<file path="config.mk">
export PLATFORM = sky130hd
export DESIGN_NAME = ntq_cfg
export DESIGN_NICKNAME = d
export VERILOG_FILES = /design/src/design/ntq_pkg.sv /design/src/design/ntq_cfg.sv
export SDC_FILE = /design/constraint.sdc
export NUM_CORES = 1
export LEC_CHECK = 0
export BUFFER_PORTS_ARGS = -buffer_cell sky130_fd_sc_hd__buf_4
export CAP_MARGIN = 15
export CORE_ASPECT_RATIO = 1.4
export CORE_MARGIN = 3
export CORE_UTILIZATION = 40
export DETAILED_ROUTE_END_ITERATION = 7
export GPL_ROUTABILITY_DRIVEN = 0
export SYNTH_ARGS = -nofsm -noshare
export SYNTH_HDL_FRONTEND = slang
export SYNTH_SLANG_ARGS = --single-unit
export TNS_END_PERCENT = 50
</file>
<file path="constraint.sdc">
create_clock -name i_clk -period 8.3 [get_ports i_clk]
set_input_delay 0.83 -clock i_clk [delete_from_list [all_inputs] [get_ports i_clk]]
set_output_delay 0.83 -clock i_clk [all_outputs]
set_load 0.02 [all_outputs]
</file>
<file path="src/design/ntq_pkg.sv">
package ntq_pkg;

    localparam int TIME_BITS   = 48;
    localparam int OFFSET_BITS = 16;
    localparam int LEN_BITS    = OFFSET_BITS + 1;
    localparam int GRID_W      = 32;
    localparam int HALF_W      = GRID_W - 1;
    localparam int DEN_W       = 21;
    localparam int XW          = TIME_BITS + 2;
    localparam int DIFF_W      = GRID_W + 2;
    localparam int MAG_W       = GRID_W + 1;
    localparam int POS_W       = MAG_W + 2;
    localparam int SR_W        = 18;
    localparam int TEMPO_W     = 18;
    localparam int DIVC_W      = 3;
    localparam int Q8_W        = 9;

    localparam logic [2:0] REG_SAMPLE_RATE = 3'd0;
    localparam logic [2:0] REG_TEMPO       = 3'd1;
    localparam logic [2:0] REG_GRID_DIV    = 3'd2;
    localparam logic [2:0] REG_SWING       = 3'd3;
    localparam logic [2:0] REG_STRENGTH    = 3'd4;

    localparam logic [1:0] PL_INSIDE = 2'd0;
    localparam logic [1:0] PL_END    = 2'd1;
    localparam logic [1:0] PL_START  = 2'd2;
    localparam logic [1:0] PL_PASS   = 2'd3;

    typedef struct packed {
        logic                   tempo_known;
        logic                   is_note;
        logic [TIME_BITS-1:0]   block_start;
        logic [OFFSET_BITS-1:0] event_offset;
        logic [LEN_BITS-1:0]    block_length;
    } t_req;

    typedef struct packed {
        logic [OFFSET_BITS-1:0] new_offset;
        logic [1:0]             placement;
    } t_rsp;

    // classified request, queued between front and back
    typedef struct packed {
        logic                   pass;
        logic [XW-1:0]          x;
        logic [OFFSET_BITS-1:0] offset;
        logic [LEN_BITS-1:0]    length;
    } t_job;

    typedef struct packed {
        logic [GRID_W-1:0] grid;
        logic [HALF_W-1:0] half;
        logic [GRID_W-1:0] swing_amt;
        logic              zero;
        logic [Q8_W-1:0]   strength;
    } t_grid;

    function automatic logic [3:0] grid_div(input logic [DIVC_W-1:0] code);
        logic [3:0] d;
        unique case (code)
            3'd1:    d = 4'd2;
            3'd2:    d = 4'd4;
            3'd3:    d = 4'd8;
            3'd4:    d = 4'd3;
            3'd5:    d = 4'd6;
            default: d = 4'd1;
        endcase
        return d;
    endfunction

endpackage

</file>
<file path="src/design/ntq_cfg.sv">
module ntq_cfg (
    input  logic                 i_clk,
    input  logic                 i_rst_n,
    input  logic                 psel,
    input  logic                 penable,
    input  logic                 pwrite,
    input  logic [4:0]           paddr,
    input  logic [31:0]          pwdata,
    output logic [31:0]          prdata,
    output logic                 o_busy,
    output ntq_pkg::t_grid       o_grid
);

    localparam logic [1:0] ST_IDLE  = 2'd0;
    localparam logic [1:0] ST_LOAD  = 2'd1;
    localparam logic [1:0] ST_DIV   = 2'd2;
    localparam logic [1:0] ST_SWING = 2'd3;

    logic [ntq_pkg::SR_W-1:0]    r_sr;
    logic [ntq_pkg::TEMPO_W-1:0] r_tempo;
    logic [ntq_pkg::DIVC_W-1:0]  r_divc;
    logic [ntq_pkg::Q8_W-1:0]    r_swing;
    logic [ntq_pkg::Q8_W-1:0]    r_strength;

    logic [1:0]                  r_state;
    logic [4:0]                  r_cnt;
    logic [ntq_pkg::GRID_W-1:0]  r_num;
    logic [ntq_pkg::DEN_W-1:0]   r_den;
    logic [ntq_pkg::DEN_W-1:0]   r_rem;
    ntq_pkg::t_grid              r_grid;

    logic                        wr;
    logic [ntq_pkg::DEN_W:0]     trial;
    logic                        ge;
    logic [3:0]                  divisor;
    logic [ntq_pkg::GRID_W+ntq_pkg::Q8_W-1:0] sw_prod;

    assign wr      = psel && penable && pwrite;
    assign trial   = {r_rem, r_num[ntq_pkg::GRID_W-1]};
    assign ge      = trial >= {1'b0, r_den};
    assign divisor = ntq_pkg::grid_div(r_divc);
    assign sw_prod = r_num * r_swing;

    always_ff @(posedge i_clk) begin
        if (!i_rst_n) begin
            r_sr       <= 18'd48000;
            r_tempo    <= 18'd30720;
            r_divc     <= 3'd2;
            r_swing    <= 9'd0;
            r_strength <= 9'd256;
        end else if (wr) begin
            unique case (paddr[4:2])
                ntq_pkg::REG_SAMPLE_RATE: r_sr       <= pwdata[ntq_pkg::SR_W-1:0];
                ntq_pkg::REG_TEMPO:       r_tempo    <= pwdata[ntq_pkg::TEMPO_W-1:0];
                ntq_pkg::REG_GRID_DIV:    r_divc     <= pwdata[ntq_pkg::DIVC_W-1:0];
                ntq_pkg::REG_SWING:       r_swing    <= pwdata[ntq_pkg::Q8_W-1:0];
                ntq_pkg::REG_STRENGTH:    r_strength <= pwdata[ntq_pkg::Q8_W-1:0];
                default: ;
            endcase
        end
    end

    // grid = sample_rate*15360 / (tempo*div), one quotient bit a cycle
    always_ff @(posedge i_clk) begin
        if (!i_rst_n) begin
            r_state <= ST_LOAD;
            r_cnt   <= '0;
        end else if (wr) begin
            r_state <= ST_LOAD;
        end else begin
            unique case (r_state)
                ST_LOAD: begin
                    r_state <= ST_DIV;
                    r_cnt   <= '0;
                end
                ST_DIV: begin
                    r_cnt <= r_cnt + 5'd1;
                    if (r_cnt == 5'd31) begin
                        r_state <= ST_SWING;
                    end
                end
                ST_SWING: r_state <= ST_IDLE;
                default:  r_state <= ST_IDLE;
            endcase
        end
    end

    always_ff @(posedge i_clk) begin
        case (r_state)
            ST_LOAD: begin
                r_num <= {14'd0, r_sr} * 32'd15360;
                r_den <= {3'd0, r_tempo} * {17'd0, divisor};
                r_rem <= '0;
            end
            ST_DIV: begin
                r_rem <= ge ? ntq_pkg::DEN_W'(trial - {1'b0, r_den})
                            : trial[ntq_pkg::DEN_W-1:0];
                r_num <= {r_num[ntq_pkg::GRID_W-2:0], ge};
            end
            ST_SWING: begin
                r_grid.grid      <= r_num;
                r_grid.half      <= r_num[ntq_pkg::GRID_W-1:1];
                r_grid.swing_amt <= sw_prod[ntq_pkg::GRID_W+8:9];
                r_grid.zero      <= (r_tempo == '0) || (r_num == '0);
            end
            default: ;
        endcase
        r_grid.strength <= r_strength;
    end

    always_comb begin
        case (paddr[4:2])
            ntq_pkg::REG_SAMPLE_RATE: prdata = 32'(r_sr);
            ntq_pkg::REG_TEMPO:       prdata = 32'(r_tempo);
            ntq_pkg::REG_GRID_DIV:    prdata = 32'(r_divc);
            ntq_pkg::REG_SWING:       prdata = 32'(r_swing);
            ntq_pkg::REG_STRENGTH:    prdata = 32'(r_strength);
            default:                  prdata = '0;
        endcase
    end

    assign o_busy = (r_state != ST_IDLE);
    assign o_grid = r_grid;

endmodule

</file>
# Yosys cells after proc, flatten, opt, wreduce, memory -nomap -nowiden

Cells that the tools add are included.

Register bits after elaboration: 243
Latch bits: 0
RAM bits: 0
Memory bits (read-only): 0
Input bits: 42
Output and inout bits: 138
Word-level logic and storage cells: 60
Memories kept: 0

$add $sub $neg: 2
Multiply operators: 3
Divide/modulo/power cells: 0
$lt $le $gt $ge: 1
Equal/unequal tests: 14
Shifts and indexed selects: 0
Mux-type cells: 8
Bitwise gates (word level): 2
Reduce and logical (&&, ||, !) cells: 15

Operators by type and width:

| cell                  | number |
|---|---|
| $pmux 18 s5           | 1 |
| $pmux 32 s2           | 1 |
| $pmux 21 s2           | 1 |
| $mul 32x9->41         | 1 |
| $logic_not 32->1      | 1 |
| $ge 22x21->1          | 1 |
| $mul 18x4->22 const B | 1 |
| $mul 18x4->21         | 1 |
| $mux 21               | 1 |
| $sub 21x21->21        | 1 |
| $pmux 4 s5            | 1 |
| $logic_not 18->1      | 1 |
| $eq 3x2->1 const B    | 4 |
| $reduce_and 2->1      | 6 |
| $pmux 5 s2            | 1 |
| $eq 3x3->1 const B    | 3 |
| $eq 3x1->1 const B    | 2 |
| $add 5x1->5 const B   | 1 |
| $eq 5x5->1 const B    | 1 |
| $eq 2x2->1 const B    | 2 |
| $pmux 2 s2            | 1 |
| $reduce_bool 2->1     | 2 |
| $logic_not 3->1       | 1 |
| $eq 2x1->1 const B    | 1 |
| 6 further kinds       | 8 |

# Longest topological paths before layout

Depth in word-level cells: 4
Depth in mapped cells: 21
Depth with buffers taken out: 19

# Worst setup path before layout

No wires, ideal clock.

Path kind: flip-flop to flip-flop
Start point: register r_swing[2] (netlist name)
End point: register r_grid, in the netlist o_grid[31] (data pin)
Library setup time: 0.261 ns
Data arrival time: 4.939 ns
Required time: 8.039 ns
Path slack: 3.100 ns
Stages on the path, launching flop included: 21
Path buffers: 2
Clock period less this slack: 5.200 ns
Path through: dfxtp_1 -> clkbuf_1 -> clkbuf_1 -> nand2_1 -> fa_1 -> inv_1 -> fa_1 -> fa_1 -> inv_1 -> fa_1 -> inv_1 -> ha_1 -> and3_1 -> nand3_1 -> a211oi_2 -> o31a_2 -> o2111ai_1 -> a211o_1 -> a21oi_2 -> nor4b_1 -> a311o_1

Longest elaborated chain between the ends: 1

Ends and longest elaborated chain:

| what                        | RTL line      | source |
|---|---|---|
| start, declared             | ntq_cfg.sv:22 | `logic [ntq_pkg::Q8_W-1:0] r_swing;` |
| start signal, assigned      | ntq_cfg.sv:56 | `ntq_pkg::REG_SWING: r_swing <= pwdata[ntq_pkg::Q8_W-1:0];` |
| $mul 32x9->41               | ntq_cfg.sv:42 | `assign sw_prod = r_num * r_swing;` |
| named net sw_prod (one bit) | ntq_cfg.sv:36 | `logic [ntq_pkg::GRID_W+ntq_pkg::Q8_W-1:0] sw_prod;` |
| end, declared               | ntq_cfg.sv:30 | `ntq_pkg::t_grid r_grid;` |

The timed path passes the listed nets, and every way through them passes these cells.
A chain may end at the register's enable or synchronous reset.

# Worst setup path after layout

Start point: register r_swing[3] (netlist name)
End point: register r_grid, in the netlist o_grid[31] (data pin)

Same word-level chain as after synthesis.

==> impl_metrics.yaml <==
floorplan:
  die_w_um: 202.1
  initial_core_util_pct: 40.49
  die_area_mm2: 0.05668
  core.rowCount: 100
  ioPinCount: 180
  die_y_um: 280.5
  core_mm2: 0.05318
global_route:
  track_usage_pct: 18.85
  antenna_found_initial: 0
  grt_pass1_vias: 16709
  grt_overflow: 0
  grt_pass1_wl_um: 85840
  grt_start_max_net_pins: 77
sta:
  worstMarginPinSlew_ns: 1.020
  relSlewSlack_pct: 31.98
  setup_tns_ns: 0
  final.period_utilization_pct: 73.19
  slew_violations: 0
  finClkSkew_ns: 0.02326
  hold_violations: 0
  setup_viol: 0
  period_minus_slack_ns: 6.075
  fmax_ghz: 0.1646
  grt_setup_unrepaired: "false"
cells_and_area:
  layout-drive-gt1-share_pct: 10.25
  fin_cells: 3016
  fin_util_pct: 44.91
  antennaDiodeCount: 0
  fillers: 5095
  final_nets: 2735
  layout_common_cells: "307 x inv_1, 303 x nand2_1, 276 x fa_1, 199 x and2_1, 165 x buf_4"
  syn_to_final_growth_pct: 10.93
  final_common_cell: "inv_1"
clock_tree:
  cts_hold_buf: 0
  cts_tree: "built"
  cts_resized: 0
  cts_max_level: 1
  postCtsSetupBuffers: 0
  clk_latency_ns: 0.57
  cts_buffers: 25
  clkTransAtPathRegs_ns: 0.06
  clock-root-buffer: "clkbuf_16"
  clock_path_buffers: 3
  cts.sinks: 212
setup_path:
  crit_type: "reg2reg"
  path_buf_inv: 3
  worstPathRequired_ns: 8.60
  start_kind: "flip-flop"
  path_cells: "buf_4, and2_1, fa_1, fa_1, fa_1, inv_1, fa_1, inv_1, ha_1, and3_1, nand3_1, a211oi_2, o31a_2, o2111ai_1, a211o_1, a21oi_2, nor4b_1, a311o_1"
  slowest_delay_ns: 0.79
  crit_top_cell: "fa_1"
  cp_top_family: "adder cells"
  slowest_stage: "dfxtp_1"
  crit_fanout: 22
  cp.arrival_ns: 6.38
  endpoint_kind: "flip-flop"
power_and_ir_drop:
  p_per_area_mw_per_mm2: 138.1
  vdd_drop_max_mv: 0.1582
  p_total_w: 0.003297
  cellLeakagePower_nw: 11.41
logic_synthesis:
  syn_area_per_cell_um2: 9.680
  ys_warn_count: 0
  synthesis.area_mm2: 0.02153
  syn_inst: 2224
  synth_edf_count: 139
  synth-seq-area-share_pct: 26.18
  async_flop_share_pct: 0
  ys_ff_latch: 212
  yosysUniqueCellTypes: 76
  yosys_most_used_dff: "edfxtp_1"
detailed_routing:
  met1_length_um: 20010
  vias: 15415
  wl_per_cell_um: 17.71
  routed_via_density: 5.111
  met3_length_um: 2072
  wl_met2_um: 28840
  drc: 0
  ant_nets: 0
  first_pass_iters: 5
  drtIter0Drc: 674
  top_layer: "met4"
  wl_um: 53430
placed_design:
  place_inst: 2969
  portBuffers: 149
  hpwl_um: 41720
run_status:
  status: "finished clean"
flow_run:
  max_cap_viol_count: 0
hold_path:
  hp-class: "reg2reg"
[logic make-up (layout without fill, tap and decap cells)]
logic type                 count (synthesis)  after routing  share of synthesized area (%)
and+or+nand+nor                          734            734                          17.09
buffers and inverters                    454            519                          8.764
adders and majority gates                410            410                          33.45
AOI/OAI and AO/OA                        275            275                          8.502
DFF                                      212            212                          26.18
xor gates and xnor gates                  79             79                          3.214
muxes                                     59             59                          2.784
other                                      1             14                        0.01742
[registers in the layout (all words and copies together) (netlist names)]
signal      flops
r_cnt           5
o_grid         74
r_divc          3
r_rem          21
r_num          32
r_swing         9
r_strength      9
r_state         2
r_tempo        18
r_sr           18
r_den          21
[worst paths after layout]
kind | start | to | slack, ns | cells past startpoint
max reg2reg | r_swing[3] | o_grid[31] | 2.23 | 18
min reg2reg | r_strength[0] | o_grid[0] | 0.37 | 0
max | r_swing[3] | o_grid[31] | 2.23 | 18
min | r_strength[0] | o_grid[0] | 0.37 | 0
[power by group]
part	total, W	leakage [nW]	switching, W	internal (W)
logic	0.000686	9.03	0.000403	0.000283
clock network	0.00116	0.431	0.000477	0.000682
registers	0.00145	1.95	0.000190	0.00126
[routing by layer]
metal	track usage, %	up-vias
met4	8.557	0
li1	-	7200
met2	36.53	336
met1	20.45	7759
met3	2.112	120
met5	0	-
[synthesized netlist by cell type (6+ instances only)]
cell      number  area, um^2
o21bai_1       6       45.04
inv_1        307        1152
edfxtp_1     139        4174
a22oi_1        6       45.04
nor2_1        63       236.5
a21boi_0      30       225.2
o21ai_0       60       300.3
buf_4         46       345.3
and3_1         7       43.79
nand2b_1       9       56.30
a21oi_1       63       315.3
o21a_1        15       112.6
ha_1         134        1677
nand2_1      303        1137
nor2b_1       55       344.1
a211oi_1       6       45.04
nand3_1       27       135.1
and2_1       199        1245
mux2_2         7       78.83
mux2i_1       52       520.5
a31oi_1        7       43.79
dfxtp_1       73        1461
fa_1         276        5525
xnor2_1       57       499.2
xor2_1        22       192.7
nand4_1       15       93.84
clkbuf_1      96       360.4
nor3_1        18       90.09
a21o_1        31       232.7
nor4_1        12       75.07
[per-stage QoR]
stage / setup slack, ns / area [um^2] / hold slack (ns)
global route: 1.946 / 23880 / 0.3828
floorplan: 3.100 / 21580 / 0.3503
CTS: 2.089 / 23860 / 0.3731
global placement: 2.194 / 22990 / 0.3621
finish: 2.225 / 23880 / 0.3716
detailed placement: 2.123 / 22990 / 0.3645
[final cells by class]
| type | instances | area, um^2 | share of cell area, % |
|---|---|---|---|
| well taps | 714 | 893.4 | 3.741 |
| inverters | 307 | 1152 | 4.825 |
| repair buffers | 166 | 1266 | 5.302 |
| multi-input cells | 1571 | 14070 | 58.93 |
| clock buffers | 34 | 725.7 | 3.039 |
| clock inverters | 12 | 136.4 | 0.5710 |
| flip-flops and latches | 212 | 5635 | 23.60 |
Note: power is estimated with default switching activity, not from simulation.
