File: config.mk
export PLATFORM = sky130hd
export DESIGN_NAME = ntq_front
export DESIGN_NICKNAME = d
export VERILOG_FILES = /design/src/design/ntq_pkg.sv /design/src/design/ntq_front.sv
export SDC_FILE = /design/constraint.sdc
export NUM_CORES = 1
export LEC_CHECK = 0
export BUFFER_PORTS_ARGS = -buffer_cell sky130_fd_sc_hd__buf_4
export CAP_MARGIN = 20
export CORE_MARGIN = 2
export CORE_UTILIZATION = 41
export CTS_CLUSTER_SIZE = 25
export DETAILED_ROUTE_END_ITERATION = 7
export MAX_ROUTING_LAYER = met4
export PLACE_DENSITY_LB_ADDON = 0.08
export SLEW_MARGIN = 20
export SYNTH_ARGS = -nofsm -noshare
export SYNTH_HDL_FRONTEND = slang
export SYNTH_SLANG_ARGS = --single-unit
File: constraint.sdc
create_clock -name i_clk -period 2.9 [get_ports i_clk]
set_input_delay 0.29 -clock i_clk [delete_from_list [all_inputs] [get_ports i_clk]]
set_output_delay 0.29 -clock i_clk [all_outputs]
set_load 0.01 [all_outputs]
File: src/design/ntq_pkg.sv
package ntq_pkg;

    localparam int TIME_BITS   = 48;
    localparam int OFFSET_BITS = 16;
    localparam int LEN_BITS    = OFFSET_BITS + 1;
    localparam int GRID_W      = 32;
    localparam int HALF_W      = GRID_W - 1;
    localparam int DEN_W       = 21;
    localparam int XW          = TIME_BITS + 2;
    localparam int DIFF_W      = GRID_W + 2;
    localparam int MAG_W       = GRID_W + 1;
    localparam int POS_W       = MAG_W + 2;
    localparam int SR_W        = 18;
    localparam int TEMPO_W     = 18;
    localparam int DIVC_W      = 3;
    localparam int Q8_W        = 9;

    localparam logic [2:0] REG_SAMPLE_RATE = 3'd0;
    localparam logic [2:0] REG_TEMPO       = 3'd1;
    localparam logic [2:0] REG_GRID_DIV    = 3'd2;
    localparam logic [2:0] REG_SWING       = 3'd3;
    localparam logic [2:0] REG_STRENGTH    = 3'd4;

    localparam logic [1:0] PL_INSIDE = 2'd0;
    localparam logic [1:0] PL_END    = 2'd1;
    localparam logic [1:0] PL_START  = 2'd2;
    localparam logic [1:0] PL_PASS   = 2'd3;

    typedef struct packed {
        logic                   tempo_known;
        logic                   is_note;
        logic [TIME_BITS-1:0]   block_start;
        logic [OFFSET_BITS-1:0] event_offset;
        logic [LEN_BITS-1:0]    block_length;
    } t_req;

    typedef struct packed {
        logic [OFFSET_BITS-1:0] new_offset;
        logic [1:0]             placement;
    } t_rsp;

    // classified request, queued between front and back
    typedef struct packed {
        logic                   pass;
        logic [XW-1:0]          x;
        logic [OFFSET_BITS-1:0] offset;
        logic [LEN_BITS-1:0]    length;
    } t_job;

    typedef struct packed {
        logic [GRID_W-1:0] grid;
        logic [HALF_W-1:0] half;
        logic [GRID_W-1:0] swing_amt;
        logic              zero;
        logic [Q8_W-1:0]   strength;
    } t_grid;

    function automatic logic [3:0] grid_div(input logic [DIVC_W-1:0] code);
        logic [3:0] d;
        unique case (code)
            3'd1:    d = 4'd2;
            3'd2:    d = 4'd4;
            3'd3:    d = 4'd8;
            3'd4:    d = 4'd3;
            3'd5:    d = 4'd6;
            default: d = 4'd1;
        endcase
        return d;
    endfunction

endpackage

File: src/design/ntq_front.sv
module ntq_front (
    input  logic           i_clk,
    input  logic           i_rst_n,
    input  logic           i_start,
    input  ntq_pkg::t_req  i_req,
    input  logic           i_cfg_busy,
    input  logic           i_q_full,
    input  ntq_pkg::t_grid i_grid,
    output logic           o_busy,
    output logic           o_push,
    output ntq_pkg::t_job  o_job
);

    logic          r_valid;
    ntq_pkg::t_job r_job;
    logic          accept;

    assign o_busy = i_cfg_busy || (r_valid && i_q_full);
    assign accept = i_start && !o_busy;
    assign o_push = r_valid && !i_q_full;

    always_ff @(posedge i_clk) begin
        if (!i_rst_n) begin
            r_valid <= 1'b0;
        end else if (accept) begin
            r_valid <= 1'b1;
        end else if (o_push) begin
            r_valid <= 1'b0;
        end
    end

    // add half a grid so the divide rounds to the nearest line
    always_ff @(posedge i_clk) begin
        if (accept) begin
            r_job.pass   <= !i_req.tempo_known || !i_req.is_note || i_grid.zero;
            r_job.x      <= ntq_pkg::XW'(i_req.block_start) + ntq_pkg::XW'(i_req.event_offset)
                            + ntq_pkg::XW'(i_grid.half);
            r_job.offset <= i_req.event_offset;
            r_job.length <= i_req.block_length;
        end
    end

    assign o_job = r_job;

endmodule

; ---- Word level (Yosys, flattened, before mapping)
; Index checks and enable logic that the tools add are counted.
[totals]
reg_bits = 85
input_bits = 193
output_inout_bits = 86
[classes]
add_sub_neg = 2
muxes = 2
n_reduce_logical = 11
[op_table]
columns = op, n
row1 = $add A49 B31 Y50, 1
row2 = $add A48 B16 Y49, 1
row3 = $logic_not A1 Y1, 4
row4 = $logic_and A1 B1 Y1, 3
row5 = $logic_or A1 B1 Y1, 3
row6 = $mux W1, 2
row7 = $reduce_bool A2 Y1, 1

; ---- Longest topological paths before layout
; Gate-level depths: netlist of the first run.
[logic_depth]
word_depth = 5
ltp_mapped = 13

; ---- Worst setup path after synthesis of the first run
; Ideal clock, no wire load.
[synth_timing]
path_kind = input-to-reg
startpoint = in i_req[30] in the netlist's numbering
endpoint = reg r_job, in the netlist o_job[63], data pin
setup_ps = 261
t_arrival_ps = 2701
t_required_ps = 2639
setup_slack_ps = -63
stages = 11
path_buffers = 1
path_cell_list = fa_1 ha_1 buf_2 a211oi_1 o21ai_1 a221oi_2 o41ai_4 a31oi_2 nor3_1 or3_1 xor2_1
[synth_via]
elab_chain_len = 2
[synth_rtl]
columns = element, line_no
row1 = from (decl), ntq_front.sv:5  ; input ntq_pkg::t_req i_req,
row2 = $add A48 B16 Y49, ntq_front.sv:36  ; r_job.x <= ntq_pkg::XW'(i_req.block_start) + ntq_pkg::XW'(i_req.event_offset)
row3 = $add A49 B31 Y50, ntq_front.sv:37  ; + ntq_pkg::XW'(i_grid.half);
row4 = to (decl), ntq_front.sv:15  ; ntq_pkg::t_job r_job;
; Every way passes these cells.
; A chain may end at the register's enable or synchronous reset.

; ---- Worst setup path after layout of the first run
[layout_timing]
startpoint = in i_grid[45] in the netlist's numbering
endpoint = reg r_job, in the netlist o_job[77], data pin
[layout_via]
elab_chain_len = 1
[layout_rtl]
columns = element, line_no
row1 = from (decl), ntq_front.sv:8  ; input ntq_pkg::t_grid i_grid,
row2 = $add A49 B31 Y50, ntq_front.sv:37
; Every way passes these cells.

==> impl_metrics.tcl, run 1 <==
set metrics [dict create \
    outcome "finished with violations" \
    failed_checks "setup timing" \
    rsz0062_at_grt "true" \
    critPathCaptureType "register" \
    setup_ws_ns -0.0156 \
    crit_start "i_grid[45]" \
    r2r_cells 3 \
    whs_ns 0.126 \
    finClkSkew_ns 0.00523 \
    final_cell_area_mm2 0.00788 \
    critPathKind "in -> reg" \
    syn_nets 667 \
    grt_pass1_wl_um 20100 \
    grt_pass1_vias 4236 \
    start_util_pct 42.4 \
    regToRegSetupSlack_ns 1.20 \
    drt-pass1-iter-count 4 \
    slew_violations 0 \
    fin_total_pwr_mw 4.24 \
    fill_cells 964 \
    synth_area_leaders "edfxtp_1, ha_1, fa_1, xnor2_1, xor2_1" \
    fp.dieW_um 116 \
    synth_seq_cells 84 \
    clock-sinks 84 \
    hold_path_class "in -> reg" \
    ys.flop_type "edfxtp_1" \
    gr-usage-all-layers_pct 19.7 \
    core_mm2 0.0122 \
    via_count 4291 \
    cts_inserted_buffers 9 \
    drv_cap 0 \
    period_share_pct 101 \
    drive_gt1_share_pct 47.4 \
    p_leak_nw 3.46 \
    cp-start-kind "primary input" \
    grt_max_degree 42 \
    slew_headroom_pct 60.6 \
    whs_path_depth 1 \
    synth_seq_area_share_pct 48.7 \
    syn_area_mm2 0.00515 \
    avgSynthCellArea_um2 12.5 \
    yosys_warnings 0 \
    cts_buffer_depth 2 \
    globalRoute.totalOverflow 0 \
    r2r_start "r_valid" \
    hpwl_um 10400 \
    hold_viol_final 0 \
    rr_endpoint "o_job[40]" \
    gp_congestion 0.841 \
    multi_input_area_mm2 0.00277 \
    nets 937 \
    synth-async-reset-ratio_pct 0 \
    crit_required_ns 2.99 \
    antenna_left 0 \
    placed_cell_area_mm2 0.00731 \
    htreeDepth 3 \
    rows 40 \
    synth_cells 411 \
    yosys.area.top_type "edfxtp_1" \
    root_buffer "clkbuf_16" \
    antenna_found_initial 0 \
    die_height_um 116 \
    cts_tree "yes" \
    drt_drc_violations_left 0 \
    syn2layout_area_growth_pct 52.8 \
    cp_max_fo 4 \
    clock_latency_ns 0.34 \
    wl_per_cell_um 16.1 \
    io_pins 279 \
    synth.top_cell.area_share_pct 48.4 \
    diodes 0 \
    synth_edf_count 83 \
    final_util_pct 64.8 \
    tightest_slew_ns 0.591 \
    yosysUniqueCellTypes 56 \
    synth_common_cells "edfxtp_1, ha_1, xnor2_1" \
    clock.fmax_mhz 343 \
    power_density_mw_per_mm2 538 \
    arrival_ns 3.01 \
    dr.first_iter.drc_count 195 \
    tns_ns -0.0164 \
    setup_viol 2 \
    synth_most_common_cell "edfxtp_1" \
    ir_drop_uv 292 \
    vias_per_cell 5.02 \
    fin_crit_ns 2.92 \
    clkTransAtPathRegs_ns 0.07 \
    min_from "i_req[1]" \
    regArea_mm2 0.00251 \
    io_buffers 204 \
    fp.dieArea_mm2 0.0135 \
    wl_um 13700 \
    min_to "o_job[1]" \
]
layout make-up:
cell class | count | share of cell area [%]
sequential | 84 | 31.9
clock inverter | 7 | 1.02
clock buffer | 9 | 2.86
timing repair buffer | 267 | 25.8
tap | 168 | 2.67
inverter | 14 | 0.667
multi-input combinational | 305 | 35.1
power breakdown:
group | switching, mW | internal, mW | total, mW | leakage, nW
Clock | 0.519 | 0.679 | 1.20 | 0.143
Sequential | 0.0275 | 1.48 | 1.51 | 0.784
Combinational | 0.732 | 0.799 | 1.53 | 2.53
stage by stage:
step                setup WS (ns)  cells
global route               -0.101    854
finish                    -0.0156    854
global placement           -0.296    833
CTS                       0.00719    849
detailed placement         -0.326    833
floorplan                -0.00879    411
sequential cells by signal (all words and copies together), names as in the netlist:
signal / flops
r_valid: 1
o_job: 83
worst max-delay path: stages:
cell      delay [ns]
buf_6           0.09
fa_1            0.51
ha_4            0.31
o21ai_4         0.07
o211ai_2        0.22
nand3_2         0.13
o41ai_4         0.46
a31oi_2         0.20
o31ai_4         0.41
nand4_1         0.15
xnor2_1         0.15
how the worst max path moves through the flow:
stage / to / slack (ns)
3_3_place_gp: o_job[76] / -0.30
3_5_place_dp: o_job[77] / -0.33
6_report: o_job[77] / -0.02
5_1_grt: o_job[77] / -0.10
4_1_cts: o_job[77] / 0.007
2_1_floorplan: o_job[77] / -0.009
placed cells by master, fill, tap and decap left out, types with 3 or more instances in the layout:
cell | synthesis | final
a31oi_1 | 5 | 5
nand2b_1 | 3 | 3
buf_6 | 1 | 3
o21a_1 | 4 | 4
ha_4 | 0 | 9
o21ai_0 | 11 | 9
ha_1 | 46 | 36
and3_1 | 10 | 10
a21oi_2 | 2 | 4
nor3_1 | 7 | 7
edfxtp_1 | 83 | 83
a21o_1 | 16 | 16
a31oi_2 | 3 | 3
o21ai_2 | 0 | 4
inv_1 | 14 | 14
nand2_1 | 23 | 23
and2_1 | 5 | 4
nor2_1 | 19 | 19
a211oi_1 | 7 | 4
buf_4 | 1 | 263
clkbuf_16 | 0 | 9
o21bai_1 | 5 | 5
nor2b_1 | 5 | 5
or3_1 | 3 | 3
inv_6 | 0 | 3
fa_1 | 17 | 15
xor2_1 | 17 | 17
nand3_1 | 11 | 10
a21oi_1 | 18 | 17
o211ai_1 | 5 | 5
xnor2_1 | 25 | 25
nand4_1 | 4 | 4
cell families (layout without fill, tap and decap cells):
group                      count (synthesis)  in the layout  share of synthesized area, %
other                                      1              1                        0.0728
DFF                                       84             84                          48.7
buffers and inverters                     23            297                          1.92
adders and majority gates                 63             63                          17.8
AOI/OAI and AO/OA                         99            100                          14.4
and+or+nand+nor                           99             99                          9.91
xor gates and xnor gates                  42             42                          7.14
layer usage:
layer,up-vias,wire [um],GRT usage (%)
li1,2091,-,-
met1,2020,5800,24.3
met2,159,6730,32.2
met3,21,857,3.48
met4,0,333,8.33
met5,-,0,-
what timing repair did:
action	CTS	global route
gates resized for setup	0	34
setup endpoints to repair	0	18
hold buffers	0	0
buffers inserted	0	4
No activity file was read; power rests on OpenSTA's default activity.
==> inputs of run 2 (changes only) <==
Settings changed: BUFFER_PORTS_ARGS -buffer_cell sky130_fd_sc_hd__buf_4 to -buffer_cell sky130_fd_sc_hd__buf_2, RECOVER_POWER set to 100, TNS_END_PERCENT set to 30.
==> run 2 against run 1 <==
  * The flow now finishes without violations
  * First-iteration DRC count fell by 8.7%
  * Utilization fell by 5.9 points
  * Sequential power about the same
  * Cell count increased by 0.12%
  * Global-route usage shrank 0.76 points
  * Routed wire length fell by 6.2%
  * Die area did not move
  * Cell area shrank 9.1%
  * Non-clock buffer count up 1
  * Via count decreased by 1.7%
  * Worst setup slack improved by 0.032 ns
  * Sequential cell count unchanged
  * Critical path type unchanged
  * Highest routed layer unchanged
==> impl_metrics.tcl, run 2 (synthesis results as in run 1) <==
set metrics [dict create \
    outcome "complete, no violations" \
    antenna_found_initial 0 \
    cp_max_fo 4 \
    whs_ns 0.131 \
    arrival_ns 2.97 \
    via_count 4216 \
    vias_per_cell 4.93 \
    min_from "i_req[10]" \
    regToRegSetupSlack_ns 0.92 \
    p_sw_share_pct 31.1 \
    gr-usage-all-layers_pct 19.0 \
    fin_crit_ns 2.88 \
    tightest_slew_ns 1.18 \
    cp-start-kind "primary input" \
    p_leak_nw 2.99 \
    p_sw_mw 1.24 \
    start_util_pct 42.4 \
    crit_cells 11 \
    setup_viol 0 \
    io_buffers 204 \
    clock_latency_ns 0.34 \
    slew_headroom_pct 21.0 \
    critPathKind "in -> reg" \
    drv_cap 0 \
    hpwl_um 9890 \
    io_pins 279 \
    syn2layout_area_growth_pct 38.9 \
    root_buffer "clkbuf_16" \
    final_util_pct 58.8 \
    pre_cts_ws_ns -0.344 \
    hold_path_class "in -> reg" \
    drt_drc_violations_left 0 \
    wl_per_cell_um 15.1 \
    cts_buffer_depth 2 \
    clkTransAtPathRegs_ns 0.06 \
    ir_drop_uv 350 \
    finClkSkew_ns 0.00467 \
    setup_ws_ns 0.0167 \
    ctsHoldBuffers 0 \
    cts_tree "yes" \
    slew_violations 0 \
    core_mm2 0.0122 \
    cpMaxStageDelayCell "fa_1" \
    cts_inserted_buffers 9 \
    fin_total_pwr_mw 3.97 \
    crit_required_ns 2.99 \
    whs_path_depth 1 \
    r2r_cells 3 \
    rr_endpoint "o_job[59]" \
    hold_viol_final 0 \
    largest_reg_flops 83 \
    dr.first_iter.drc_count 178 \
    numPlacedInstances 835 \
    drive_gt1_share_pct 31.7 \
    p_seq_share_pct 38.0 \
    r2r_start "r_valid" \
    nets 938 \
    drt-pass1-iter-count 4 \
    gp_congestion 0.837 \
    wl_um 12900 \
    power_density_mw_per_mm2 555 \
    clock.fmax_mhz 347 \
    grt_pass1_vias 4057 \
    min_to "o_job[10]" \
    rows 40 \
    fp.dieW_um 116 \
    grt_max_degree 85 \
    period_share_pct 99.4 \
    crit_family "compound AO/OA/AOI/OAI gates" \
    combPwrFrac_pct 34.8 \
    layout_common_cells "buf_2, clkbuf_1, edfxtp_1" \
    diodes 0 \
    die_height_um 116 \
    rsz0062_at_grt "true" \
    globalRoute.totalOverflow 0 \
    htreeDepth 3 \
    grt_pass1_wl_um 19400 \
    layout_commonest_cell "buf_2" \
    p_int_mw 2.74 \
    fp.dieArea_mm2 0.0135 \
    clkPwrFrac_pct 27.2 \
    fin_cells 855 \
    cp_num_buf_inv 1 \
    cpPeakStageDelay_ns 0.49 \
    critPathCaptureType "register" \
    antenna_left 0 \
    clock-sinks 84 \
    crit_chain "buf_2 > fa_1 > ha_1 > o21ai_1 > o21ai_2 > nand3_2 > o41ai_4 > a31oi_2 > o31ai_4 > nand4_1 > xnor2_1" \
]
run 2: worst max-delay path by stage:
stage | startpoint | endpoint | slack (ns)
finish | i_grid[48] | o_job[77] | 0.02
detailed placement | i_req[26] | o_job[75] | -0.34
floorplan | i_req[19] | o_job[77] | -0.009
global route | i_grid[48] | o_job[77] | -0.11
global placement | i_req[26] | o_job[75] | -0.31
CTS | i_req[18] | o_job[76] | 0.01
run 2: final cells by class:
cell class | count | area, um2
multi-input combinational | 305 | 2720
clock inverter | 7 | 51.3
clock buffer | 9 | 225
fill | 1113 | 5000
sequential | 84 | 2510
inverter | 14 | 52.6
tap | 168 | 210
timing repair buffer | 268 | 1380
run 2: layer usage:
metal / wire length, um / vias up / global-route usage (%)
met5: 0 / - / -
met4: 95 / 0 / 4.52
met3: 827 / 4 / 3.17
met2: 6450 / 149 / 32.7
met1: 5510 / 1973 / 23.5
li1: - / 2090 / -
run 2: power groups by stage:
| stage | clock [mW] | combinational [mW] | sequential [mW] |
|---|---|---|---|
| CTS | 1.11 | 1.32 | 1.51 |
| global placement | 0 | 1.28 | 1.53 |
| finish | 1.08 | 1.38 | 1.51 |
| floorplan | 0 | 0.699 | 1.58 |
| detailed placement | 0 | 1.30 | 1.53 |
| global route | 1.15 | 1.53 | 1.52 |
run 2: what timing repair did:
action                                  4_1_cts  5_1_grt
endpoints found under the setup margin        1       20
buffers inserted                              0        3
resized for setup                             1       27
pin swaps                                     0       29
gates cloned                                  0        1
run 2: metrics by stage:
step	cell area, um2	TNS (ns)
after floorplan	5150	-0.0199
after global placement	6810	-5.78
after detailed placement	6810	-6.18
after CTS	7090	0
after global routing	7160	-0.714
final	7160	0
