### config.mk
export PLATFORM = sky130hd
export DESIGN_NAME = ntq_queue
export DESIGN_NICKNAME = d
export VERILOG_FILES = /design/src/design/ntq_pkg.sv /design/src/design/ntq_queue.sv
export SDC_FILE = /design/constraint.sdc
export NUM_CORES = 1
export LEC_CHECK = 0
export ABC_CLOCK_PERIOD_IN_PS = 4500
export BUFFER_PORTS_ARGS = -buffer_cell sky130_fd_sc_hd__buf_2
export CAP_MARGIN = 5
export CORE_ASPECT_RATIO = 0.6
export CORE_UTILIZATION = 31
export DETAILED_ROUTE_END_ITERATION = 8
export GPL_TIMING_DRIVEN = 0
export HOLD_SLACK_MARGIN = 0.05
export PLACE_DENSITY_LB_ADDON = 0.25
export SLEW_MARGIN = 20
export SYNTH_ARGS = -nofsm -noshare
export SYNTH_HDL_FRONTEND = slang
export SYNTH_SLANG_ARGS = --single-unit
export TNS_END_PERCENT = 20
### constraint.sdc
create_clock -name i_clk -period 4.5 [get_ports i_clk]
set_clock_uncertainty 0.15 [all_clocks]
set_input_delay 0 -clock i_clk [delete_from_list [all_inputs] [get_ports i_clk]]
set_output_delay 0 -clock i_clk [all_outputs]
set_load 0.05 [all_outputs]
### src/design/ntq_pkg.sv
package ntq_pkg;

    localparam int TIME_BITS   = 48;
    localparam int OFFSET_BITS = 16;
    localparam int LEN_BITS    = OFFSET_BITS + 1;
    localparam int GRID_W      = 32;
    localparam int HALF_W      = GRID_W - 1;
    localparam int DEN_W       = 21;
    localparam int XW          = TIME_BITS + 2;
    localparam int DIFF_W      = GRID_W + 2;
    localparam int MAG_W       = GRID_W + 1;
    localparam int POS_W       = MAG_W + 2;
    localparam int SR_W        = 18;
    localparam int TEMPO_W     = 18;
    localparam int DIVC_W      = 3;
    localparam int Q8_W        = 9;

    localparam logic [2:0] REG_SAMPLE_RATE = 3'd0;
    localparam logic [2:0] REG_TEMPO       = 3'd1;
    localparam logic [2:0] REG_GRID_DIV    = 3'd2;
    localparam logic [2:0] REG_SWING       = 3'd3;
    localparam logic [2:0] REG_STRENGTH    = 3'd4;

    localparam logic [1:0] PL_INSIDE = 2'd0;
    localparam logic [1:0] PL_END    = 2'd1;
    localparam logic [1:0] PL_START  = 2'd2;
    localparam logic [1:0] PL_PASS   = 2'd3;

    typedef struct packed {
        logic                   tempo_known;
        logic                   is_note;
        logic [TIME_BITS-1:0]   block_start;
        logic [OFFSET_BITS-1:0] event_offset;
        logic [LEN_BITS-1:0]    block_length;
    } t_req;

    typedef struct packed {
        logic [OFFSET_BITS-1:0] new_offset;
        logic [1:0]             placement;
    } t_rsp;

    // classified request, queued between front and back
    typedef struct packed {
        logic                   pass;
        logic [XW-1:0]          x;
        logic [OFFSET_BITS-1:0] offset;
        logic [LEN_BITS-1:0]    length;
    } t_job;

    typedef struct packed {
        logic [GRID_W-1:0] grid;
        logic [HALF_W-1:0] half;
        logic [GRID_W-1:0] swing_amt;
        logic              zero;
        logic [Q8_W-1:0]   strength;
    } t_grid;

    function automatic logic [3:0] grid_div(input logic [DIVC_W-1:0] code);
        logic [3:0] d;
        unique case (code)
            3'd1:    d = 4'd2;
            3'd2:    d = 4'd4;
            3'd3:    d = 4'd8;
            3'd4:    d = 4'd3;
            3'd5:    d = 4'd6;
            default: d = 4'd1;
        endcase
        return d;
    endfunction

endpackage

### src/design/ntq_queue.sv
module ntq_queue (
    input  logic          i_clk,
    input  logic          i_rst_n,
    input  logic          i_push,
    input  ntq_pkg::t_job i_job,
    output logic          o_full,
    output logic          o_pop,
    output ntq_pkg::t_job o_job
);

    ntq_pkg::t_job r_mem [0:1];
    logic          r_wp;
    logic          r_rp;
    logic [1:0]    r_cnt;

    // the back end never stalls: drain whenever not empty
    assign o_pop  = (r_cnt != 2'd0);
    assign o_full = (r_cnt == 2'd2);
    assign o_job  = r_mem[r_rp];

    always_ff @(posedge i_clk) begin
        if (!i_rst_n) begin
            r_wp  <= 1'b0;
            r_rp  <= 1'b0;
            r_cnt <= 2'd0;
        end else begin
            if (i_push) begin
                r_wp <= !r_wp;
            end
            if (o_pop) begin
                r_rp <= !r_rp;
            end
            r_cnt <= r_cnt + 2'(i_push) - 2'(o_pop);
        end
    end

    always_ff @(posedge i_clk) begin
        if (i_push) begin
            r_mem[r_wp] <= i_job;
        end
    end

endmodule

# Word-level counts from Yosys, hierarchy flattened

Memories as Yosys holds them, arrays and structs flattened. A register that Yosys moved wholly into a read port is not among the register bits.
Index checks and enable logic that the tools add are counted.

Word-level logic and storage cells: 14
Memory bits (writable): 168
Output and inout port bits: 86
Memories: 1
Bits of input ports: 87
Register bits after elaboration: 4

Memory list:

| name  | depth | bits a word | rd ports | clocked after Yosys merged registers in | wr ports | line            | RTL |
|---|---|---|---|---|---|---|---|
| r_mem | 2     | 84          | 1        | 1                                       | 1        | ntq_queue.sv:11 | `ntq_pkg::t_job r_mem [0:1];` |

Add/sub/neg operators: 2
Multiplexer cells: 4
Equality and inequality tests: 1
Reductions and logical operators: 3

Operators with widths:

| cell                                  | count |
|---|---|
| two-way mux 1 bit                     | 4 |
| adder 2 x 1 -> 2 bit                  | 1 |
| == test 2 bit (second input constant) | 1 |
| logical NOT 1 bit                     | 2 |
| nonzero test 2 bit                    | 1 |
| subtractor 2 x 1 -> 2 bit             | 1 |

# Longest topological paths before layout

Gate-level depths: netlist (run 1).

Depth in word-level cells: 3
Mapped depth: 4
Depth with buffers taken out: 4

# Worst setup path after synthesis (run 1)

OpenSTA, ideal clock, no wires.

Path kind: register to register
Start: reg r_wp
End: mem r_mem[0][0] in the netlist's numbering (enable)
Setup time: 0.538 ns
Stages on the path, launching flop included: 2
Required time: 3.812 ns
Setup slack: -0.234 ns
Path buffers: 0
Arrival: 4.046 ns
Path through: dfxtp_1 -> nor2b_1

RTL lines:

| what                     | line            | RTL |
|---|---|---|
| start: declaration       | ntq_queue.sv:12 | `logic r_wp;` |
| start signal: assignment | ntq_queue.sv:28 | `r_wp <= !r_wp;` |
| end: declaration         | ntq_queue.sv:11 |  |

Straight into the memory's write port.

# Final worst setup path (run 1)

Start: reg r_wp
End: reg r_wp

Longest elaborated chain between the ends: 1

RTL lines:

| what              | line |
|---|---|
| logical NOT 1 bit | ntq_queue.sv:28 |

Every way passes these cells.
A chain may end at the register's enable or synchronous reset.

==> results of run 1 <==
## final timing paths
check,from,end,cells after the start
worst max register to register,r_wp,r_wp,4
worst min register to register,r_cnt[0],r_cnt[1],2
worst max-delay path,r_wp,r_wp,4
worst min-delay path,i_job[48],r_mem[0][48],2
## sequential cells by signal, indices dropped and copies added, names as in the netlist, named ones only
register  cells
r_cnt         2
r_mem       168
r_rp          1
r_wp          1
## kinds of logic (layout without fill, tap and decap cells)
kind of cell | count (synthesis) | in the layout | share of synthesized area, %
and+or+nand+nor | 13 | 13 | 1.17
muxes | 85 | 85 | 18.1
DFF | 173 | 173 | 79.0
AOI/OAI and AO/OA | 2 | 2 | 0.192
buffers and inverters | 9 | 305 | 1.36
adders and majority gates | 1 | 1 | 0.192
## final cells by class
class	count	share of cell area [%]
multi-input combinational	101	14.0
sequential	173	55.5
clock inverter	13	1.34
timing repair buffer	264	19.9
tap	273	3.69
clock buffer	19	4.67
buffer	9	0.959
## where the power goes
| part | switching [mW] | leakage [nW] | internal (mW) |
|---|---|---|---|
| clock network | 0.592 | 0.271 | 0.809 |
| logic | 0.390 | 1.74 | 0.235 |
| registers | 0.0191 | 1.62 | 1.86 |
## critical path: stages (launching register included)
cell and delay [ns]:
dfxtp_1 0.34, nor2b_4 0.57, buf_16 0.26, o21a_1 0.14
dlygate4sd3_1 0.53
## cell usage after synthesis (all sizes together)
master,number
mux2,84
edfxtp,168
o21ai,1
nand2,2
or2,1
mux2i,1
and3,2
nor2b,4
and2,2
nand2b,1
or3,1
ha,1
o21a,1
dfxtp,5
buf,9
## stage by stage
step           util, %  hold WS [ns]  setup slack, ns  area, um2  instances
2_1_floorplan        -       -0.0511             1.40       6520        283
3_3_place_gp      38.0        0.0382           0.0927       7720        728
3_5_place_dp      38.6        0.0416             2.62       7840        733
4_1_cts           45.6         0.113             2.41       9260        852
5_1_grt           45.6         0.118             2.31       9260        852
6_report          45.6         0.147             2.46       9260        852
## repair_timing
| action | in CTS | in global routing |
|---|---|---|
| hold buffers | 87 | 0 |
| endpoints found under the setup margin | 0 | 0 |
| hold endpoints to repair | 211 | 0 |
| buffers inserted | 0 | 0 |
## routing by layer
metal | wire (um) | track usage [%] | vias up
met5 | 0 | 0 | -
met4 | 120 | 4.35 | 0
met3 | 1060 | 5.88 | 8
met2 | 5860 | 19.4 | 113
met1 | 5980 | 15.2 | 1719
li1 | - | - | 1690
==> results.py, run 1 <==
metrics = {
    "run_status": {
        "status": "completed",
    },
    "logic_synthesis": {
        "yosysTopAreaCellShare_pct": 77.4,
        "synth_nets": 371,
        "yosysUniqueCellTypes": 17,
        "ys_seq_area_share_pct": 79.0,
        "ys_ff_latch": 173,
        "synth_top_area_cell": "edfxtp_1",
        "synth_area_um2": 6520,
        "syn_area_per_cell_um2": 23.0,
        "yosys-top-cells-area": "edfxtp_1 77%, mux2_4 14%, mux2_2 4.1%",
        "synth_cells": 283,
        "yosysWarnings": 0,
    },
    "critical_path": {
        "required_ns": 4.72,
        "r2r_slack_ns": 2.46,
        "critPathLaunchType": "flip-flop",
        "critPathMaxFanout": 21,
        "critPathCaptureType": "flip-flop",
        "worstPathArrival_ns": 2.26,
        "setup.worst_path.class": "reg2reg",
    },
    "flow_run": {
        "cap_violations": 0,
    },
    "finish": {
        "regArea_um2": 5140,
        "drive_gt1_share_pct": 51.6,
        "fillers": 1797,
        "n_antenna_cell": 0,
        "layout_commonest_cell": "buf_2",
        "area_growth_pct": 42.2,
        "finish.net_count": 654,
        "multiInputGateArea_um2": 1290,
        "layout_common_cells": "174 x buf_2, 168 x edfxtp_1, 87 x dlygate4sd3_1",
    },
    "detailed_routing": {
        "drtIter0Drc": 126,
        "vias": 3530,
        "wl_mm": 13.0,
        "drc": 0,
        "vias_per_cell": 4.14,
        "wl_per_cell_um": 15.3,
        "ant_nets": 0,
        "first_pass_iters": 4,
    },
    "cts": {
        "htree_levels": 4,
        "cts_resized": 0,
        "cts_buffers": 17,
        "clk_path_buf_depth": 2,
        "cts_root_buf": "clkbuf_16",
        "clkTransAtPathRegs_ns": 0.06,
        "clk_latency_ns": 0.42,
        "cts_sinks": 173,
        "cts_tree": "done",
    },
    "die": {
        "num_io_pins": 173,
        "start_util_pct": 32.1,
        "core_um2": 20300,
        "die_w_um": 189,
        "die_area_um2": 21600,
        "die_h_um": 114,
        "rows": 40,
    },
    "grt": {
        "grt_pass1_vias": 3822,
        "grt_pass1_wl_mm": 20.1,
        "antenna_found_initial": 0,
        "grt_use_total_pct": 12.5,
        "grt_start_max_net_pins": 33,
        "overflow": 0,
    },
    "timing": {
        "min_period_over_period_pct": 45.3,
        "period_minus_slack_ns": 2.04,
        "rsz0062_at_grt": "false",
        "fmax_mhz": 490,
        "final_max_slew_viol_count": 0,
        "setup_viol": 0,
        "tns_ns": 0,
        "max_slew_margin_pct": 53.8,
        "worstMarginPinSlew_ns": 0.692,
        "final-hold-violation-count": 0,
    },
    "pwr": {
        "p_leak_nw": 3.63,
        "p_total_mw": 3.90,
        "power_density_nw_per_um2": 421,
        "peakVddDrop_v": 0.000232,
    },
    "placement": {
        "portBuffers": 172,
        "hpwlAfterDp_mm": 8.52,
        "place.gp.congestion": 0.712,
    },
    "hold_path": {
        "hp-class": "in2reg",
    },
}
(Power assumes the default switching activity.)
==> inputs of run 2 (changes only) <==
Settings changed: ABC_CLOCK_PERIOD_IN_PS 4500 to 2000.
Clock period 4.5 ns to 2 ns, I/O delays scaled along.
==> results.py, run 2 (synthesis gave the netlist of run 1 again) <==
metrics = {
    "detailed_routing": {
        "vias": 3514,
        "drc": 0,
        "drtIter0Drc": 161,
        "first_pass_iters": 4,
        "wl_mm": 12.8,
        "wl_per_cell_um": 15.0,
        "ant_nets": 0,
        "vias_per_cell": 4.13,
    },
    "finish": {
        "reg_top3": "r_mem x168, r_cnt x2",
        "layout_common_cells": "174 x buf_2, 168 x edfxtp_1, 86 x dlygate4sd3_1",
        "largest_reg_flops": 168,
        "regArea_um2": 5150,
        "multiInputGateArea_um2": 1290,
        "area_growth_pct": 42.2,
        "finish.utilization_pct": 45.6,
        "fin_area_um2": 9270,
        "n_antenna_cell": 0,
        "top_register": "r_mem",
        "drive_gt1_share_pct": 52.6,
        "finish.net_count": 653,
        "layout_commonest_cell": "buf_2",
        "fillers": 1770,
    },
    "hold_path": {
        "min_path_cells": 2,
        "holdPathEnd": "r_mem[1][20]",
        "hp-class": "in2reg",
        "min_from": "i_job[20]",
    },
    "timing": {
        "max_slew_margin_pct": 60.4,
        "tns_ns": 0,
        "fmax_mhz": 534,
        "final_max_slew_viol_count": 0,
        "worstMarginPinSlew_ns": 0.593,
        "layout_setup_ws_ns": 0.126,
        "setup_viol": 0,
        "final-hold-violation-count": 0,
        "period_minus_slack_ns": 1.87,
        "rsz0062_at_grt": "false",
        "min_period_over_period_pct": 93.7,
    },
    "die": {
        "rows": 40,
        "die_h_um": 114,
        "start_util_pct": 32.1,
        "die_w_um": 189,
        "num_io_pins": 173,
        "die_area_um2": 21600,
        "core_um2": 20300,
    },
    "run_status": {
        "status": "completed",
    },
    "cts": {
        "htree_levels": 4,
        "cts_buffers": 17,
        "clk_latency_ns": 0.42,
        "clkTransAtPathRegs_ns": 0.07,
        "cts_resized": 0,
        "cts_sinks": 173,
        "cts_root_buf": "clkbuf_16",
        "cts_tree": "done",
        "postCtsSetupRepairBufs": 0,
        "clk_path_buf_depth": 2,
        "hold_buffers": 86,
    },
    "critical_path": {
        "reg2reg_to": "r_mem[0][46]",
        "setup.worst_path.class": "reg2out",
        "worstPathArrival_ns": 1.72,
        "required_ns": 1.85,
        "critPathMaxFanout": 10,
        "critPathLaunchType": "flip-flop",
        "rr_worst_depth": 3,
        "reg2reg_from": "r_wp",
        "r2r_slack_ns": 0.29,
        "critPathCaptureType": "primary output",
    },
    "grt": {
        "grt_pass1_vias": 3822,
        "grt_pass1_wl_mm": 20.0,
        "antenna_found_initial": 0,
        "grt_start_max_net_pins": 46,
        "overflow": 0,
        "grt_use_total_pct": 12.5,
    },
    "pwr": {
        "peakVddDrop_v": 0.000727,
        "p_leak_nw": 3.63,
        "power_density_nw_per_um2": 938,
    },
    "placement": {
        "portBuffers": 172,
        "dpl_cell_area_um2": 7860,
        "place.gp.congestion": 0.711,
        "pre_cts_slack_ns": 0.245,
        "hpwlAfterDp_mm": 8.40,
    },
    "flow_run": {
        "cap_violations": 0,
    },
}
[run 2: area by class of cell]
cell class | count | area share, %
plain buffers | 9 | 0.959
clock buffers | 17 | 4.59
clock inverters | 15 | 1.30
multi-input cells | 101 | 13.9
flip-flops and latches | 173 | 55.5
well taps | 273 | 3.69
repair buffers | 263 | 20.0
[run 2: worst max-delay path by stage]
| stage | startpoint | end | slack, ns | depth (start not counted) |
|---|---|---|---|---|
| 5_1_grt | flip-flop | o_job[80] | 0.04 | 4 |
| 3_5_place_dp | r_wp | r_mem[1][52] | 0.24 | 2 |
| 4_1_cts | flip-flop | o_job[41] | 0.07 | 4 |
| 6_report | flip-flop | o_job[41] | 0.13 | 4 |
| 2_1_floorplan | r_wp | r_mem[0][0] | -0.15 | 1 |
| 3_3_place_gp | r_wp | r_mem[0][51] | -0.86 | 1 |
[run 2: worst max-delay path, stage by stage, from the launching register on]
cell and delay (ns):
dfxtp_1 0.35, buf_6 0.20, buf_6 0.20, mux2_4 0.33, buf_2 0.21
[run 2: power by group]
group | switching [mW] | total (mW) | internal [mW] | leakage (nW)
clock | 1.35 | 3.05 | 1.71 | 0.265
combinational | 0.879 | 1.41 | 0.535 | 1.75
sequential | 0.0425 | 4.22 | 4.18 | 1.62
total | 2.27 | 8.69 | 6.42 | 3.63
[run 2: per-stage QoR]
stage               hold slack (ns)  total power, mW  cells
global route                  0.129             9.02    851
detailed placement           0.0416             5.60    733
floorplan                   -0.0511             5.23    283
CTS                           0.115             8.81    851
global placement             0.0370             5.54    728
finish                        0.146             8.69    851
[run 2: layer usage]
layer / routed length [um] / global-route usage (%)
met2: 5970 / 19.9
met5: 0 / 0
met3: 1110 / 5.36
met4: 174 / 5.48
met1: 5540 / 14.8
==> inputs of run 3 (changes only) <==
Settings changed: ABC_AREA set to 1.
==> results.py, run 3 <==
metrics = {
    "run_status": {
        "status": "completed",
    },
    "cts": {
        "htree_levels": 4,
        "postCtsSetupRepairBufs": 0,
        "clk_latency_ns": 0.43,
        "cts_root_buf": "clkbuf_16",
        "clk_path_buf_depth": 2,
        "cts_tree": "done",
        "cts_sinks": 173,
        "cts_buffers": 17,
        "clkTransAtPathRegs_ns": 0.07,
    },
    "detailed_routing": {
        "route.met3.wl_um": 834,
        "vias": 4308,
        "wl_mm": 14.4,
        "drc": 0,
        "ant_nets": 0,
        "drtIter0Drc": 179,
        "highest_layer": "met4",
        "first_pass_iters": 4,
        "route.met2.wl_mm": 6.46,
        "wl_met1_mm": 6.87,
        "vias_per_cell": 4.15,
        "wl_per_cell_um": 13.8,
    },
    "hold_path": {
        "min_path_cells": 2,
        "holdPathEnd": "r_mem[0][44]",
        "min_from": "i_job[44]",
        "hp-class": "in2reg",
    },
    "finish": {
        "fin_area_um2": 9240,
        "drive_gt1_share_pct": 29.4,
        "top_register": "r_mem",
        "area_growth_pct": 43.7,
        "fillers": 1818,
        "layout_common_cells": "168 x edfxtp_1, 161 x buf_2, 89 x inv_1, 89 x nand2_1, 87 x dlygate4sd3_1",
        "finish.utilization_pct": 45.8,
        "n_antenna_cell": 0,
        "finish.net_count": 840,
        "reg_top3": "r_mem x168, r_cnt x2",
        "layout_commonest_cell": "edfxtp_1",
        "fin_cells": 1038,
        "largest_reg_flops": 168,
    },
    "die": {
        "rows": 40,
        "num_io_pins": 173,
        "die_h_um": 114,
        "die_area_um2": 21300,
        "core_um2": 20200,
        "die_w_um": 188,
        "start_util_pct": 31.9,
    },
    "logic_synthesis": {
        "synth_cells": 468,
        "synth_commonest_cells": "168 x edfxtp_1, 90 x inv_1, 90 x nand2_1",
        "yosysTopAreaCellShare_pct": 78.5,
        "syn_area_per_cell_um2": 13.7,
        "synth-edff-count": 168,
        "ys_seq_area_share_pct": 80.0,
        "synth_area_um2": 6430,
        "synth_top_area_cell": "edfxtp_1",
        "async_reset_ff_share_pct": 0,
        "synth_nets": 556,
        "yosys-top-cells-area": "edfxtp_1 78%, o21ai_0 6.5%, inv_1 5.3%",
        "yosysMostFrequentCell": "edfxtp_1",
        "yosysWarnings": 0,
        "yosysUniqueCellTypes": 13,
        "ys_ff_latch": 173,
        "ys.flop_type": "edfxtp_1",
    },
    "critical_path": {
        "rr_worst_depth": 3,
        "r2r_slack_ns": 0.22,
        "critPathLaunchType": "flip-flop",
        "critPathMaxFanout": 10,
        "critPathCaptureType": "primary output",
        "reg2reg_to": "r_mem[0][49]",
        "reg2reg_from": "r_wp",
        "worstPathArrival_ns": 1.76,
        "required_ns": 1.85,
        "setup.worst_path.class": "reg2out",
    },
    "grt": {
        "grt_pass1_vias": 4401,
        "grt_start_max_net_pins": 34,
        "overflow": 0,
        "antenna_found_initial": 0,
        "grt_use_total_pct": 14.2,
        "grt_pass1_wl_mm": 22.5,
    },
    "flow_run": {
        "cap_violations": 0,
    },
    "pwr": {
        "intPower_mw": 6.19,
        "peakVddDrop_v": 0.000525,
        "power.share.combinational_pct": 16.6,
        "p_leak_nw": 3.79,
        "power_frac_clock_pct": 34.1,
        "power_switching_mw": 2.41,
        "switching_share_pct": 28.0,
        "power_density_nw_per_um2": 931,
        "pwr-share-seq_pct": 49.2,
    },
    "placement": {
        "hpwlAfterDp_mm": 9.68,
        "pre_cts_slack_ns": 0.199,
        "place.gp.congestion": 0.765,
        "place_inst": 919,
        "dpl_cell_area_um2": 7790,
        "portBuffers": 172,
    },
    "timing": {
        "rsz0062_at_grt": "true",
        "max_slew_margin_pct": 51.6,
        "final_max_slew_viol_count": 0,
        "setup_viol": 0,
        "final-hold-violation-count": 0,
        "whs_ns": 0.140,
        "min_period_over_period_pct": 95.3,
        "worstMarginPinSlew_ns": 0.725,
        "period_minus_slack_ns": 1.91,
        "layout_setup_ws_ns": 0.0939,
        "fmax_mhz": 525,
    },
}
[run 3: cell count changes in the layout (fill, tap and decap cells not counted), sizes merged, moves of 2 or more]
| cell | before | now |
|---|---|---|
| and2 | 2 | 0 |
| and3 | 2 | 0 |
| buf | 186 | 183 |
| clkbuf | 17 | 31 |
| clkinvlp | 3 | 7 |
| inv | 4 | 91 |
| mux2 | 84 | 0 |
| nand2 | 2 | 90 |
| nor2 | 0 | 10 |
| nor2b | 4 | 0 |
| o21ai | 1 | 84 |
[run 3: area by class of cell]
type                    count  area, um2  area share [%]
clock buffers              18        429            4.65
flip-flops and latches    173       5150            55.7
repair buffers            265       1920            20.8
multi-input cells         187        828            8.97
plain buffers              18        135            1.46
inverters                  90        342            3.70
well taps                 273        342            3.70
clock inverters            14       96.3            1.04
[run 3: worst max-delay path, stage by stage (launching register included)]
cell and delay [ns]:
dfxtp_2 0.37, buf_6 0.17, buf_2 0.19, o21ai_0 0.27, buf_2 0.32
[run 3: per-stage QoR]
step / TNS (ns) / power [mW]
floorplan: -24.78 / 5.16
global route: -0.0453 / 8.96
global placement: -148.61 / 5.54
finish: 0 / 8.60
detailed placement: 0 / 5.60
CTS: 0 / 8.71
[run 3: kinds of logic (layout without fill, tap and decap cells)]
kind of cell               count (synthesis)  after routing  share of synthesized area, %
adders and majority gates                  1              1                         0.195
DFF                                      173            173                          80.0
AOI/OAI and AO/OA                         85             85                          6.62
buffers and inverters                    108            405                          7.22
and+or+nand+nor                          101            101                          5.92
[run 3: worst max path at each step]
stage | startpoint | endpoint | slack [ns]
after global placement | r_wp | r_mem[1][4] | -0.95
final | flip-flop | o_job[50] | 0.09
after detailed placement | r_wp | r_mem[0][61] | 0.20
after floorplan | r_wp | r_mem[1][0] | -0.17
after global routing | flip-flop | o_job[40] | -0.03
after CTS | flip-flop | o_job[72] | 0.05
[run 3: what timing repair did]
item                                    CTS  global route
hold buffers                             87             0
endpoints found under the hold margin   189             0
gates resized for setup                   8            11
endpoints found under the setup margin   44            21
[run 3: power groups by stage]
stage                     Clock [mW]  Combinational, mW  Sequential, mW
after floorplan                    0              0.858            4.31
after global routing            3.18               1.53            4.25
after detailed placement           0               1.29            4.31
after global placement             0               1.22            4.32
final                           2.93               1.43            4.24
after CTS                       3.04               1.44            4.24
[run 3: metal layers]
layer  track usage [%]  vias to the layer above
li1                  -                     2143
met5                 0                        -
met3              4.43                       14
met2              22.7                      131
met4              5.91                        0
met1              17.9                     2020
